File: src/rtl/ffba_pkg.sv
// ----------------------------------------------------------------------------
// ffba_pkg : allocator types and constants
// Command and status codes, job record and engine states.
// ----------------------------------------------------------------------------
`default_nettype none

package ffba_pkg;

    localparam int SIZE_W = 17;
    localparam int ALOG_W = 4;
    localparam int ADDR_W = 16;
    localparam int USED_W = 17;
    localparam int STAT_W = 2;
    localparam int NEED_W = 18;   // size rounded up to an alignment of up to 32 KiB

    typedef enum logic {
        CMD_ALLOC = 1'b0,
        CMD_FREE  = 1'b1
    } t_cmd;

    typedef enum logic [STAT_W-1:0] {
        ST_OK      = 2'd0,
        ST_ZERO    = 2'd1,
        ST_NOFIT   = 2'd2,
        ST_UNKNOWN = 2'd3
    } t_status;

    typedef struct packed {
        t_cmd              cmd;
        logic              zero;
        logic [NEED_W-1:0] need;
        logic [ALOG_W-1:0] align_log2;
        logic [ADDR_W-1:0] addr;
    } t_job;

    typedef enum logic [3:0] {
        E_IDLE,
        E_ARD,
        E_AEV,
        E_AFIT,
        E_AGAP,
        E_APRV,
        E_AREM,
        E_ACUR,
        E_ADONE,
        E_FRD,
        E_FEV,
        E_FMG,
        E_FCLR
    } t_estate;

endpackage

`default_nettype wire

File: src/rtl/ffba_queue.sv
// ----------------------------------------------------------------------------
// ffba_queue : two-entry job queue
// Decouples intake from the table engine.
// ----------------------------------------------------------------------------
`default_nettype none

module ffba_queue (
    input  wire                 i_clk,
    input  wire                 i_rst_n,
    input  ffba_pkg::t_job      i_job,
    input  wire                 i_push_valid,
    output logic                o_push_ready,
    output ffba_pkg::t_job      o_job,
    output logic                o_pop_valid,
    input  wire                 i_pop_ready
);

    ffba_pkg::t_job r_mem [2];
    logic           r_wp;
    logic           r_rp;
    logic [1:0]     r_cnt;
    logic           push;
    logic           pop;

    assign o_push_ready = (r_cnt != 2'd2);
    assign o_pop_valid  = (r_cnt != 2'd0);
    assign o_job        = r_mem[r_rp];
    assign push         = i_push_valid && o_push_ready;
    assign pop          = o_pop_valid && i_pop_ready;

    always_ff @(posedge i_clk) begin
        if (!i_rst_n) begin
            r_wp  <= 1'b0;
            r_rp  <= 1'b0;
            r_cnt <= 2'd0;
        end else begin
            if (push) r_wp <= !r_wp;
            if (pop)  r_rp <= !r_rp;
            r_cnt <= r_cnt + 2'(push) - 2'(pop);
        end
        if (push) begin
            r_mem[r_wp] <= i_job;
        end
    end

endmodule

`default_nettype wire

File: config.mk
export PLATFORM = sky130hd
export DESIGN_NAME = ffba_queue
export DESIGN_NICKNAME = d
export VERILOG_FILES = /design/src/rtl/ffba_pkg.sv /design/src/rtl/ffba_queue.sv
export SDC_FILE = /design/constraint.sdc
export NUM_CORES = 1
export LEC_CHECK = 0
export BUFFER_PORTS_ARGS = -buffer_cell sky130_fd_sc_hd__buf_2
export CAP_MARGIN = 20
export CORE_MARGIN = 2
export CORE_UTILIZATION = 36
export DETAILED_ROUTE_END_ITERATION = 12
export PLACE_DENSITY = 0.66
export SLEW_MARGIN = 30
export SYNTH_ARGS = -nofsm -noshare
export SYNTH_HDL_FRONTEND = slang
export SYNTH_SLANG_ARGS = --single-unit
export TNS_END_PERCENT = 10
File: constraint.sdc
create_clock -name i_clk -period 1.95 [get_ports i_clk]
set_input_delay 0.39 -clock i_clk [delete_from_list [all_inputs] [get_ports i_clk]]
set_output_delay 0.39 -clock i_clk [all_outputs]
set_load 0.01 [all_outputs]
==> metrics.md <==
| Metric | Value |
|---|---|
| Status | completed |
| Worst Path Class, Setup | reg -> out |
| Worst slew margin | 0.745 |
| CTS sink cnt | 85 |
| # IOs | 86 |
| Gr ovfl total | 0 |
| Crit path to | o_job[33] |
| Clock Skews | 0.0115 ns |
| Critical Path Slowest Stage Cell | mux2_1 |
| CP max FO | 40 |
| Fmax | 0.545 GHz |
| WP buf/inv | 2 |
| Final period util | 0.941 |
| Register bit total from synthesis | 85 |
| H-tree level count | 3 |
| Inserted Clock Buffers | 9 |
| Routed Antenna Nets | 0 |
| FF/Latch Area | 0.00250 mm² |
| Worst path top cell family by delay | buffers and inverters |
| Post_cts resized | 0 |
| CTS Root Cell | clkbuf_8 |
| Hold Path Class | in -> reg |
| Max-Cap Viols | 0 |
| Main synth FF type | edfxtp_1 |
| Net count, final | 295 |
| Dpl hpwl | 3320 µm |
| Startpoint Class | flop |
| RR Endpoint | r_cnt[1]$_SDFF_PN0_ |
| Worst r2r src | r_cnt[1]$_SDFF_PN0_ |
| Met1 GRT Util | 0.140 |
| Latest clock arrival within the worst-skew pair | 0.35 ns |
| Crit-path cells | buf_12, mux2_1, buf_2 |
| Die height | 97.3 µm |
| Fin. max-slew vios | 0 |
| CTS tree | done |
| Non-filler cells, final | 363 |
| CP Data Required Time | 1.56 ns |
| Share of layout cells above drive strength 1 | 0.427 |
| DRC viols | 0 |
| Worst setup EP type | output pin |
| Grt met2 use | 0.196 |
| Synth Net Count | 199 |
| Drt first-iter violations | 50 |
| Die area | 0.00948 mm² |
| Busiest grt layer | met2 |
| Starting density of the core | 0.365 |
| Vias in the first global route | 1725 |
| Total Wirelength | 5290 µm |
| Critical Path AT | 1.44 ns |
| P_leak | 1.50 nW |
| VDD IR max | 0.639 mV |
| ANT cells | 0 |
| R2r setup slk | 0.36 ns |
| Avg Vias per Cell | 4.52 |
| Gp weighted congestion | 0.640 |
| Met3 Use GR | 0.0504 |
| Syn-to-layout area delta | 26.7% |
| Area of the multi-input gates | 608 µm² |
| Rows | 34 |
| Mapped Avg Cell Area | 20.4 µm² |
| Synthesis Warnings | 0 |
| CTS clk-pin slew, worst paths | 0.09 ns |
| Setup Buffers After CTS | 0 |
| Cell count after placement | 347 |
| First-pass GRT wire length | 8480 µm |
| # hold bufs at CTS | 0 |
| Minimum clock period | 1.83 ns |
| Mapped Area | 0.00314 mm² |
| Filler cell count in the final layout | 770 |
| Asr flop ratio synth | 0 |
| Worst R2R Path Depth | 6 |
| Vias | 1640 |
| Initial antenna violation count | 0 |
| Die width | 97.3 µm |
| Post-synth cell types | 24 |
| Clk buf depth | 2 |
| WL/cell | 14.6 µm |
| Total power | 4.64 mW |
| Final hold violation count | 0 |
| Setup tns final | 0 ns |
| Worst path max stage delay | 0.36 ns |
| RSZ-0062 raised after global routing | false |
| Register area share after synthesis | 0.798 |
| Hold Slack | 0.220 ns |
| Worst slew pin tran | 0.377 ns |
| Number of synthesized flops with an enable pin | 80 |
| Levels on crit path | 3 |
| Cells after synthesis | 154 |
| Hold_sp | i_job[15] |
| Area of the core | 0.00859 mm² |
| I/O Buffers | 85 |
| Setup Viol. Count Final | 0 |
| Largest net degree at the start of global routing | 41 |
| DR pass1 iterations | 4 |
| Total track usage | 0.119 |
| Pwr dens | 1170 mW/mm² |
state kept, by name (all words and copies together) (netlist names), named ones only:
| name | flops |
|---|---|
| r_wp | 1 |
| r_mem | 80 |
| r_cnt | 2 |
| r_rp | 1 |
cells in the mapped netlist (2+ instances only):
cell	number	area (µm²)
dfxtp_1	5	100
buf_2	4	20.0
and3_1	2	12.5
nor2_1	4	15.0
edfxtp_1	80	2400
inv_1	2	7.51
mux2_1	40	450
worst min path at each step:
stage	slack (ns)	end	cells past startpoint
6_report	0.22	r_mem[1][15]$_DFFE_PP_	1
5_1_grt	0.19	r_mem[1][15]$_DFFE_PP_	1
4_1_cts	0.20	r_mem[1][15]$_DFFE_PP_	1
3_5_place_dp	0.50	flop	2
3_3_place_gp	0.49	r_rp$_SDFFE_PN0P_	2
2_1_floorplan	0.47	flop	2
worst register-to-register path, delay by kind of cell (launching register included):
family | cells | cell delay (ns)
AND/OR/NAND/NOR | 4 | 0.72
flip-flops | 1 | 0.42
adder cells (fa/ha/maj) | 1 | 0.19
AO/OA/AOI/OAI | 1 | 0.16
power by group:
part / internal (mW) / total (mW) / leakage (nW) / switching [mW]
sequential: 2.21 / 2.27 / 0.790 / 0.0547
combinational: 0.415 / 0.905 / 0.597 / 0.491
clock: 0.851 / 1.46 / 0.116 / 0.611
per-layer routing:
layer  wire length, µm  part of all wire
met4                58             0.011
met2              2660              0.50
met1              2310              0.44
met5                 0                 0
met3               265             0.050
per-stage QoR:
stage | cell area (µm²) | util | worst slack, ns
6_report | 3970 | 0.462 | 0.115
3_3_place_gp | 3730 | 0.435 | 0.366
3_5_place_dp | 3730 | 0.435 | 0.299
4_1_cts | 3970 | 0.462 | 0.0778
5_1_grt | 3970 | 0.462 | 0.0240
2_1_floorplan | 3140 | - | 0.0429
final cells by class:
cell class / instances / area share
clock buffers: 10 / 0.0321
clock inverters: 6 / 0.0280
inverters: 2 / 0.00189
multi-input cells: 63 / 0.153
flip-flops and latches: 85 / 0.630
well taps: 108 / 0.0340
repair buffers: 89 / 0.121
cells in the final DEF, fill, tap and decap left out, types with 2 or more instances in the layout:
cell type | synthesis | final
buf_2 | 4 | 85
nor2_1 | 4 | 4
dfxtp_1 | 5 | 4
buf_4 | 0 | 2
clkbuf_8 | 0 | 9
bufinv_16 | 0 | 3
buf_12 | 0 | 2
mux2_1 | 40 | 40
edfxtp_1 | 80 | 80
cell families (layout without fill, tap and decap cells):
logic type / Yosys count / count (layout) / synth area share
DFF: 85 / 85 / 0.798
buffers and inverters: 6 / 107 / 0.00878
muxes: 40 / 40 / 0.144
adders and majority gates: 1 / 1 / 0.00399
xor gates and xnor gates: 1 / 1 / 0.00279
AOI/OAI and AO/OA: 6 / 6 / 0.0140
and+or+nand+nor: 15 / 15 / 0.0291
(Power assumes the default switching activity.)
