### src/rtl/ffba_pkg.sv
// ----------------------------------------------------------------------------
// ffba_pkg : allocator types and constants
// Command and status codes, job record and engine states.
// ----------------------------------------------------------------------------
`default_nettype none

package ffba_pkg;

    localparam int SIZE_W = 17;
    localparam int ALOG_W = 4;
    localparam int ADDR_W = 16;
    localparam int USED_W = 17;
    localparam int STAT_W = 2;
    localparam int NEED_W = 18;   // size rounded up to an alignment of up to 32 KiB

    typedef enum logic {
        CMD_ALLOC = 1'b0,
        CMD_FREE  = 1'b1
    } t_cmd;

    typedef enum logic [STAT_W-1:0] {
        ST_OK      = 2'd0,
        ST_ZERO    = 2'd1,
        ST_NOFIT   = 2'd2,
        ST_UNKNOWN = 2'd3
    } t_status;

    typedef struct packed {
        t_cmd              cmd;
        logic              zero;
        logic [NEED_W-1:0] need;
        logic [ALOG_W-1:0] align_log2;
        logic [ADDR_W-1:0] addr;
    } t_job;

    typedef enum logic [3:0] {
        E_IDLE,
        E_ARD,
        E_AEV,
        E_AFIT,
        E_AGAP,
        E_APRV,
        E_AREM,
        E_ACUR,
        E_ADONE,
        E_FRD,
        E_FEV,
        E_FMG,
        E_FCLR
    } t_estate;

endpackage

`default_nettype wire

### src/rtl/ffba_if.sv
// ----------------------------------------------------------------------------
// ffba_if : request and response channels
// Valid/ready channels carrying one request or one response per beat.
// ----------------------------------------------------------------------------
`default_nettype none

interface ffba_req_if;
    logic                          valid;
    logic                          ready;
    logic                          cmd;
    logic [ffba_pkg::SIZE_W-1:0]   req_size;
    logic [ffba_pkg::ALOG_W-1:0]   align_log2;
    logic [ffba_pkg::ADDR_W-1:0]   block_addr;

    modport source (output valid, cmd, req_size, align_log2, block_addr, input ready);
    modport sink   (input valid, cmd, req_size, align_log2, block_addr, output ready);
endinterface


`default_nettype wire

### src/rtl/ffba_front.sv
// ----------------------------------------------------------------------------
// ffba_front : request intake
// Takes request beats, rounds the size to the alignment, flags zero size.
// ----------------------------------------------------------------------------
`default_nettype none

module ffba_front (
    input  wire                 i_clk,
    input  wire                 i_rst_n,
    ffba_req_if.sink            i_req,
    output ffba_pkg::t_job      o_job,
    output logic                o_job_valid,
    input  wire                 i_job_ready
);

    logic                              r_vld;
    ffba_pkg::t_job                    r_job;
    ffba_pkg::t_job                    n_job;
    logic [ffba_pkg::NEED_W-1:0]       mask;
    logic [ffba_pkg::NEED_W-1:0]       sum;

    assign i_req.ready = !r_vld || i_job_ready;

    always_comb begin
        mask             = (ffba_pkg::NEED_W'(1) << i_req.align_log2) - ffba_pkg::NEED_W'(1);
        sum              = ffba_pkg::NEED_W'(i_req.req_size) + mask;
        n_job.cmd        = ffba_pkg::t_cmd'(i_req.cmd);
        n_job.zero       = (i_req.req_size == '0);
        n_job.need       = sum & ~mask;
        n_job.align_log2 = i_req.align_log2;
        n_job.addr       = i_req.block_addr;
    end

    always_ff @(posedge i_clk) begin
        if (!i_rst_n) begin
            r_vld <= 1'b0;
        end else if (i_req.valid && i_req.ready) begin
            r_vld <= 1'b1;
        end else if (i_job_ready) begin
            r_vld <= 1'b0;
        end
        if (i_req.valid && i_req.ready) begin
            r_job <= n_job;
        end
    end

    assign o_job       = r_job;
    assign o_job_valid = r_vld;

endmodule

`default_nettype wire

### src/flat_wrapper.sv
// flat-port wrapper written by rule: the top's interface ports become plain ports
module ffba_front_flat 
  (i_clk, i_rst_n, o_job, o_job_valid, i_job_ready, i_req_valid, i_req_cmd, i_req_req_size, i_req_align_log2, i_req_block_addr, i_req_ready);
  ffba_req_if i_req_i ();
  input  wire i_clk;
  input  wire i_rst_n;
  output ffba_pkg::t_job o_job;
  output logic o_job_valid;
  input  wire i_job_ready;
  input wire logic [$bits(i_req_i.valid)-1:0] i_req_valid;
  input wire logic [$bits(i_req_i.cmd)-1:0] i_req_cmd;
  input wire logic [$bits(i_req_i.req_size)-1:0] i_req_req_size;
  input wire logic [$bits(i_req_i.align_log2)-1:0] i_req_align_log2;
  input wire logic [$bits(i_req_i.block_addr)-1:0] i_req_block_addr;
  output wire logic [$bits(i_req_i.ready)-1:0] i_req_ready;
  assign i_req_i.valid = i_req_valid;
  assign i_req_i.cmd = i_req_cmd;
  assign i_req_i.req_size = i_req_req_size;
  assign i_req_i.align_log2 = i_req_align_log2;
  assign i_req_i.block_addr = i_req_block_addr;
  assign i_req_ready = i_req_i.ready;
  ffba_front u_core (.i_clk(i_clk), .i_rst_n(i_rst_n), .i_req(i_req_i), .o_job(o_job), .o_job_valid(o_job_valid), .i_job_ready(i_job_ready));
endmodule
### config.mk
export PLATFORM = sky130hd
export DESIGN_NAME = ffba_front_flat
export DESIGN_NICKNAME = d
export VERILOG_FILES = /design/src/rtl/ffba_pkg.sv /design/src/rtl/ffba_if.sv /design/src/rtl/ffba_front.sv /design/src/flat_wrapper.sv
export SDC_FILE = /design/constraint.sdc
export NUM_CORES = 1
export LEC_CHECK = 0
export BUFFER_PORTS_ARGS = -buffer_cell sky130_fd_sc_hd__buf_2
export CAP_MARGIN = 20
export CORE_AREA = 4 4 89 91
export CTS_BUF_LIST = sky130_fd_sc_hd__clkbuf_16
export CTS_CLUSTER_DIAMETER = 60
export CTS_CLUSTER_SIZE = 10
export DETAILED_ROUTE_END_ITERATION = 8
export DIE_AREA = 0 0 93 95
export REMOVE_ABC_BUFFERS = 1
export SYNTH_ARGS = -nofsm -noshare
export SYNTH_HDL_FRONTEND = slang
export SYNTH_SLANG_ARGS = --single-unit
### constraint.sdc
create_clock -name i_clk -period 3.79 [get_ports i_clk]
set_input_delay 0.1895 -clock i_clk [delete_from_list [all_inputs] [get_ports i_clk]]
set_output_delay 0.1895 -clock i_clk [all_outputs]
set_load 0.03 [all_outputs]
==> impl_metrics.csv <==
group,metric,value,unit
status,run_status,"complete, no violations",
clock_network,cts_tree,"built",
cells_and_area,final_common_cell,"buf_2",
routing,dr_total_vias,2288,
clock_network,h-tree-depth,2,
critical_path,start_kind,"input pin",
power,powerDensity,410,nW/um2
sta,fmax,288,MHz
sta,post-route-period-util,91.6,%
die,initial_core_util,36.8,%
grt,grt_overflow,0,
routing,wl_per_cell,14.7,um
sta,final-setup-viol-count,0,
critical_path,cp_slowest_cell,"ha_1",
cells_and_area,mostFrequentLayoutCells,"buf_2 (83), edfxtp_1 (40), a21oi_1 (23)",
power,ir_drop,198,uV
yosys,netlist_top_cells_area,"edfxtp_1 (46%), ha_1 (8.6%), a21oi_1 (4.4%)",
routing,drc,0,
die,pin_count,84,
yosys,synth_largest_area_cell,"edfxtp_1",
placed_design,gp_congestion,0.923,
yosys,synth-edff-count,40,
critical_path,critPathBufInv,2,
yosys,netlist_area,2630,um2
clock_network,cts_made_buffers,5,
critical_path,slowest_delay,0.40,ns
die,core,7140,um2
cells_and_area,nets,404,
cells_and_area,fill_cells,718,
sta,final_hold_viol_count,0,
sta,tns,0,ns
yosys,yosysSeqAreaShare,46.5,%
critical_path,r2r_setup_slack,2.23,ns
grt,antenna_found_initial,0,
critical_path,worstSetupStartpoint,"i_req_align_log2[3]",
routing,routed_wl,6510,um
run,max-cap-violations,0,
sta,whs,0.0795,ns
yosys,yosys_most_used_dff,"edfxtp_1",
sta,worstMarginPinSlew,0.940,ns
sta,slew_violations,0,
yosys,synth_cell_types,54,
die,die-area,8840,um2
grt,grt_max_degree,41,
placed_design,io_buffers,83,
clock_network,root_buffer,"clkbuf_16",
grt,grt_pass1_vias,2153,
yosys,synth.avg_cell_area,10.3,um2
critical_path,path_max_fanout,16,
sta,worst_slack,0.319,ns
hold_path,min_from,"i_req_block_addr[0]",
die,chipHeight,95,um
power,power.leakage,0.00140,uW
clock_network,clk_path_buf_depth,2,
yosys,yosys_warnings,0,
critical_path,r2r_end,"u_core.o_job[1]",
yosys,synth_seq_cells,41,
hold_path,min_to,"u_core.o_job[0]",
yosys,yosysTopAreaCellShare,45.8,%
grt,grt_util_all_layers,14.8,%
clock_network,ctsHoldBuffers,0,
sta,rsz0062_at_grt,"no",
critical_path,r2r_cells,2,
sta,period_needed,3.47,ns
critical_path,end_kind,"flip-flop",
power,p_total,1350,uW
routing,drt-initial-drc-count,128,
hold_path,hold_depth,1,
routing,ant_nets,0,
critical_path,crit_chain,"buf_2 -> nor2_1 -> inv_1 -> or3_1 -> ha_1 -> nor4b_2 -> a21oi_1 -> o21ai_1 -> ha_1 -> a21oi_1 -> o21ai_0 -> a21o_1 -> a21oi_2 -> mux2_1",
die,dieWidth,93,um
die,rows,31,
yosys,synthArstFlopShare,0,%
clock_network,clk_pin_slew,0.06,ns
placed_design,pre_cts_ws,-0.107,ns
yosys,synth_cells,256,
critical_path,crit_family,"compound AO/OA/AOI/OAI gates",
sta,finalClockSkew,0.00619,ns
grt,grt_pass1_wl,10300,um
cells_and_area,antenna_cells,0,
routing,via_per_inst,5.16,
hold_path,hold_path_class,"input pin to flip-flop",
cells_and_area,drive_gt1_share,31.1,%
clock_network,cts_sinks,41,
routing,drt_pass1_iterations,4,
clock_network,clock_latency,0.28,ns
critical_path,arrival,3.51,ns
critical_path,required,3.83,ns
critical_path,r2r_start,"u_core.o_job_valid",
critical_path,path_class,"input pin to flip-flop",
sta,relSlewSlack,37.3,%
cells_and_area,area_growth,25.8,%
placed_design,place_hpwl,5060,um
Yosys cell counts (2+ instances only):
cell type	count
a211oi_1	3
a21o_1	4
a21oi_1	23
a21oi_2	2
a22o_1	2
and2_1	4
and3_1	4
buf_2	2
clkbuf_1	4
edfxtp_1	40
ha_1	18
inv_1	15
mux2_1	2
mux2i_1	2
nand2_1	16
nand2b_1	4
nand3_1	3
nand4_1	7
nor2_1	21
nor2b_1	5
nor3_1	9
nor3b_1	5
nor4_1	5
o211ai_1	4
o21a_1	3
o21ai_0	12
o21ai_1	3
o21bai_1	4
o221ai_1	2
or3_1	2
xnor2_1	2
xor2_1	2
per-stage QoR:
stage / area (um2) / std cells / util (%)
floorplan: 2580 / 248 / -
global placement: 3160 / 435 / 44.3
detailed placement: 3160 / 435 / 44.3
CTS: 3300 / 443 / 46.3
global route: 3300 / 443 / 46.3
finish: 3300 / 443 / 46.3
timing repair:
action	CTS	global route
resized for setup	0	1
buffers inserted	0	0
hold endpoints to repair	0	0
setup endpoints to repair	0	1
metal layers:
layer,routed length [um],up-vias,GRT usage (%)
li1,-,1141,-
met1,2930,1056,18.8
met2,2930,79,24.2
met3,483,12,3.11
met4,170,0,6.59
met5,0,-,0
report_power, final:
| group | internal (uW) | leakage (uW) | switching (uW) |
|---|---|---|---|
| clock network | 241 | 0.0000696 | 173 |
| registers | 545 | 0.000400 | 7.32 |
| logic | 135 | 0.000926 | 251 |
| total | 921 | 0.00140 | 431 |
cell families after synthesis:
| group | share of synthesized area, % |
|---|---|
| buf+inv | 3.96 |
| xor+xnor | 1.33 |
| fa+ha+maj | 9.34 |
| compound gates | 18.5 |
| other cells | 0.143 |
| mux | 2.05 |
| flops | 46.5 |
| simple gates | 18.2 |
cell type report:
type	count	area [um2]	share of cell area, %
Clock buffer	5	125	3.79
Clock inverter	3	17.5	0.531
Inverter	16	60.1	1.82
Multi-Input combinational cell	191	1300	39.4
Sequential cell	41	1220	37.0
Tap cell	99	124	3.75
Timing Repair Buffer	88	453	13.7
state kept, by name (all words and copies together), names as in the netlist:
signal              count
u_core.o_job_valid      1
u_core.o_job           40
worst max-delay path by stage:
| stage | end | slack (ns) | cells past startpoint |
|---|---|---|---|
| floorplan | u_core.o_job[33] | 0.70 | 13 |
| global placement | u_core.o_job[33] | -0.09 | 14 |
| detailed placement | u_core.o_job[33] | -0.11 | 14 |
| CTS | u_core.o_job[33] | 0.18 | 14 |
| global route | u_core.o_job[33] | 0.12 | 14 |
| finish | u_core.o_job[33] | 0.32 | 14 |
worst register-to-register path, delay by kind of cell (launching register included):
kind	cells	cell delay, ns
and+or+nand+nor	2	0.87
DFF	1	0.31
(Power assumes the default switching activity.)
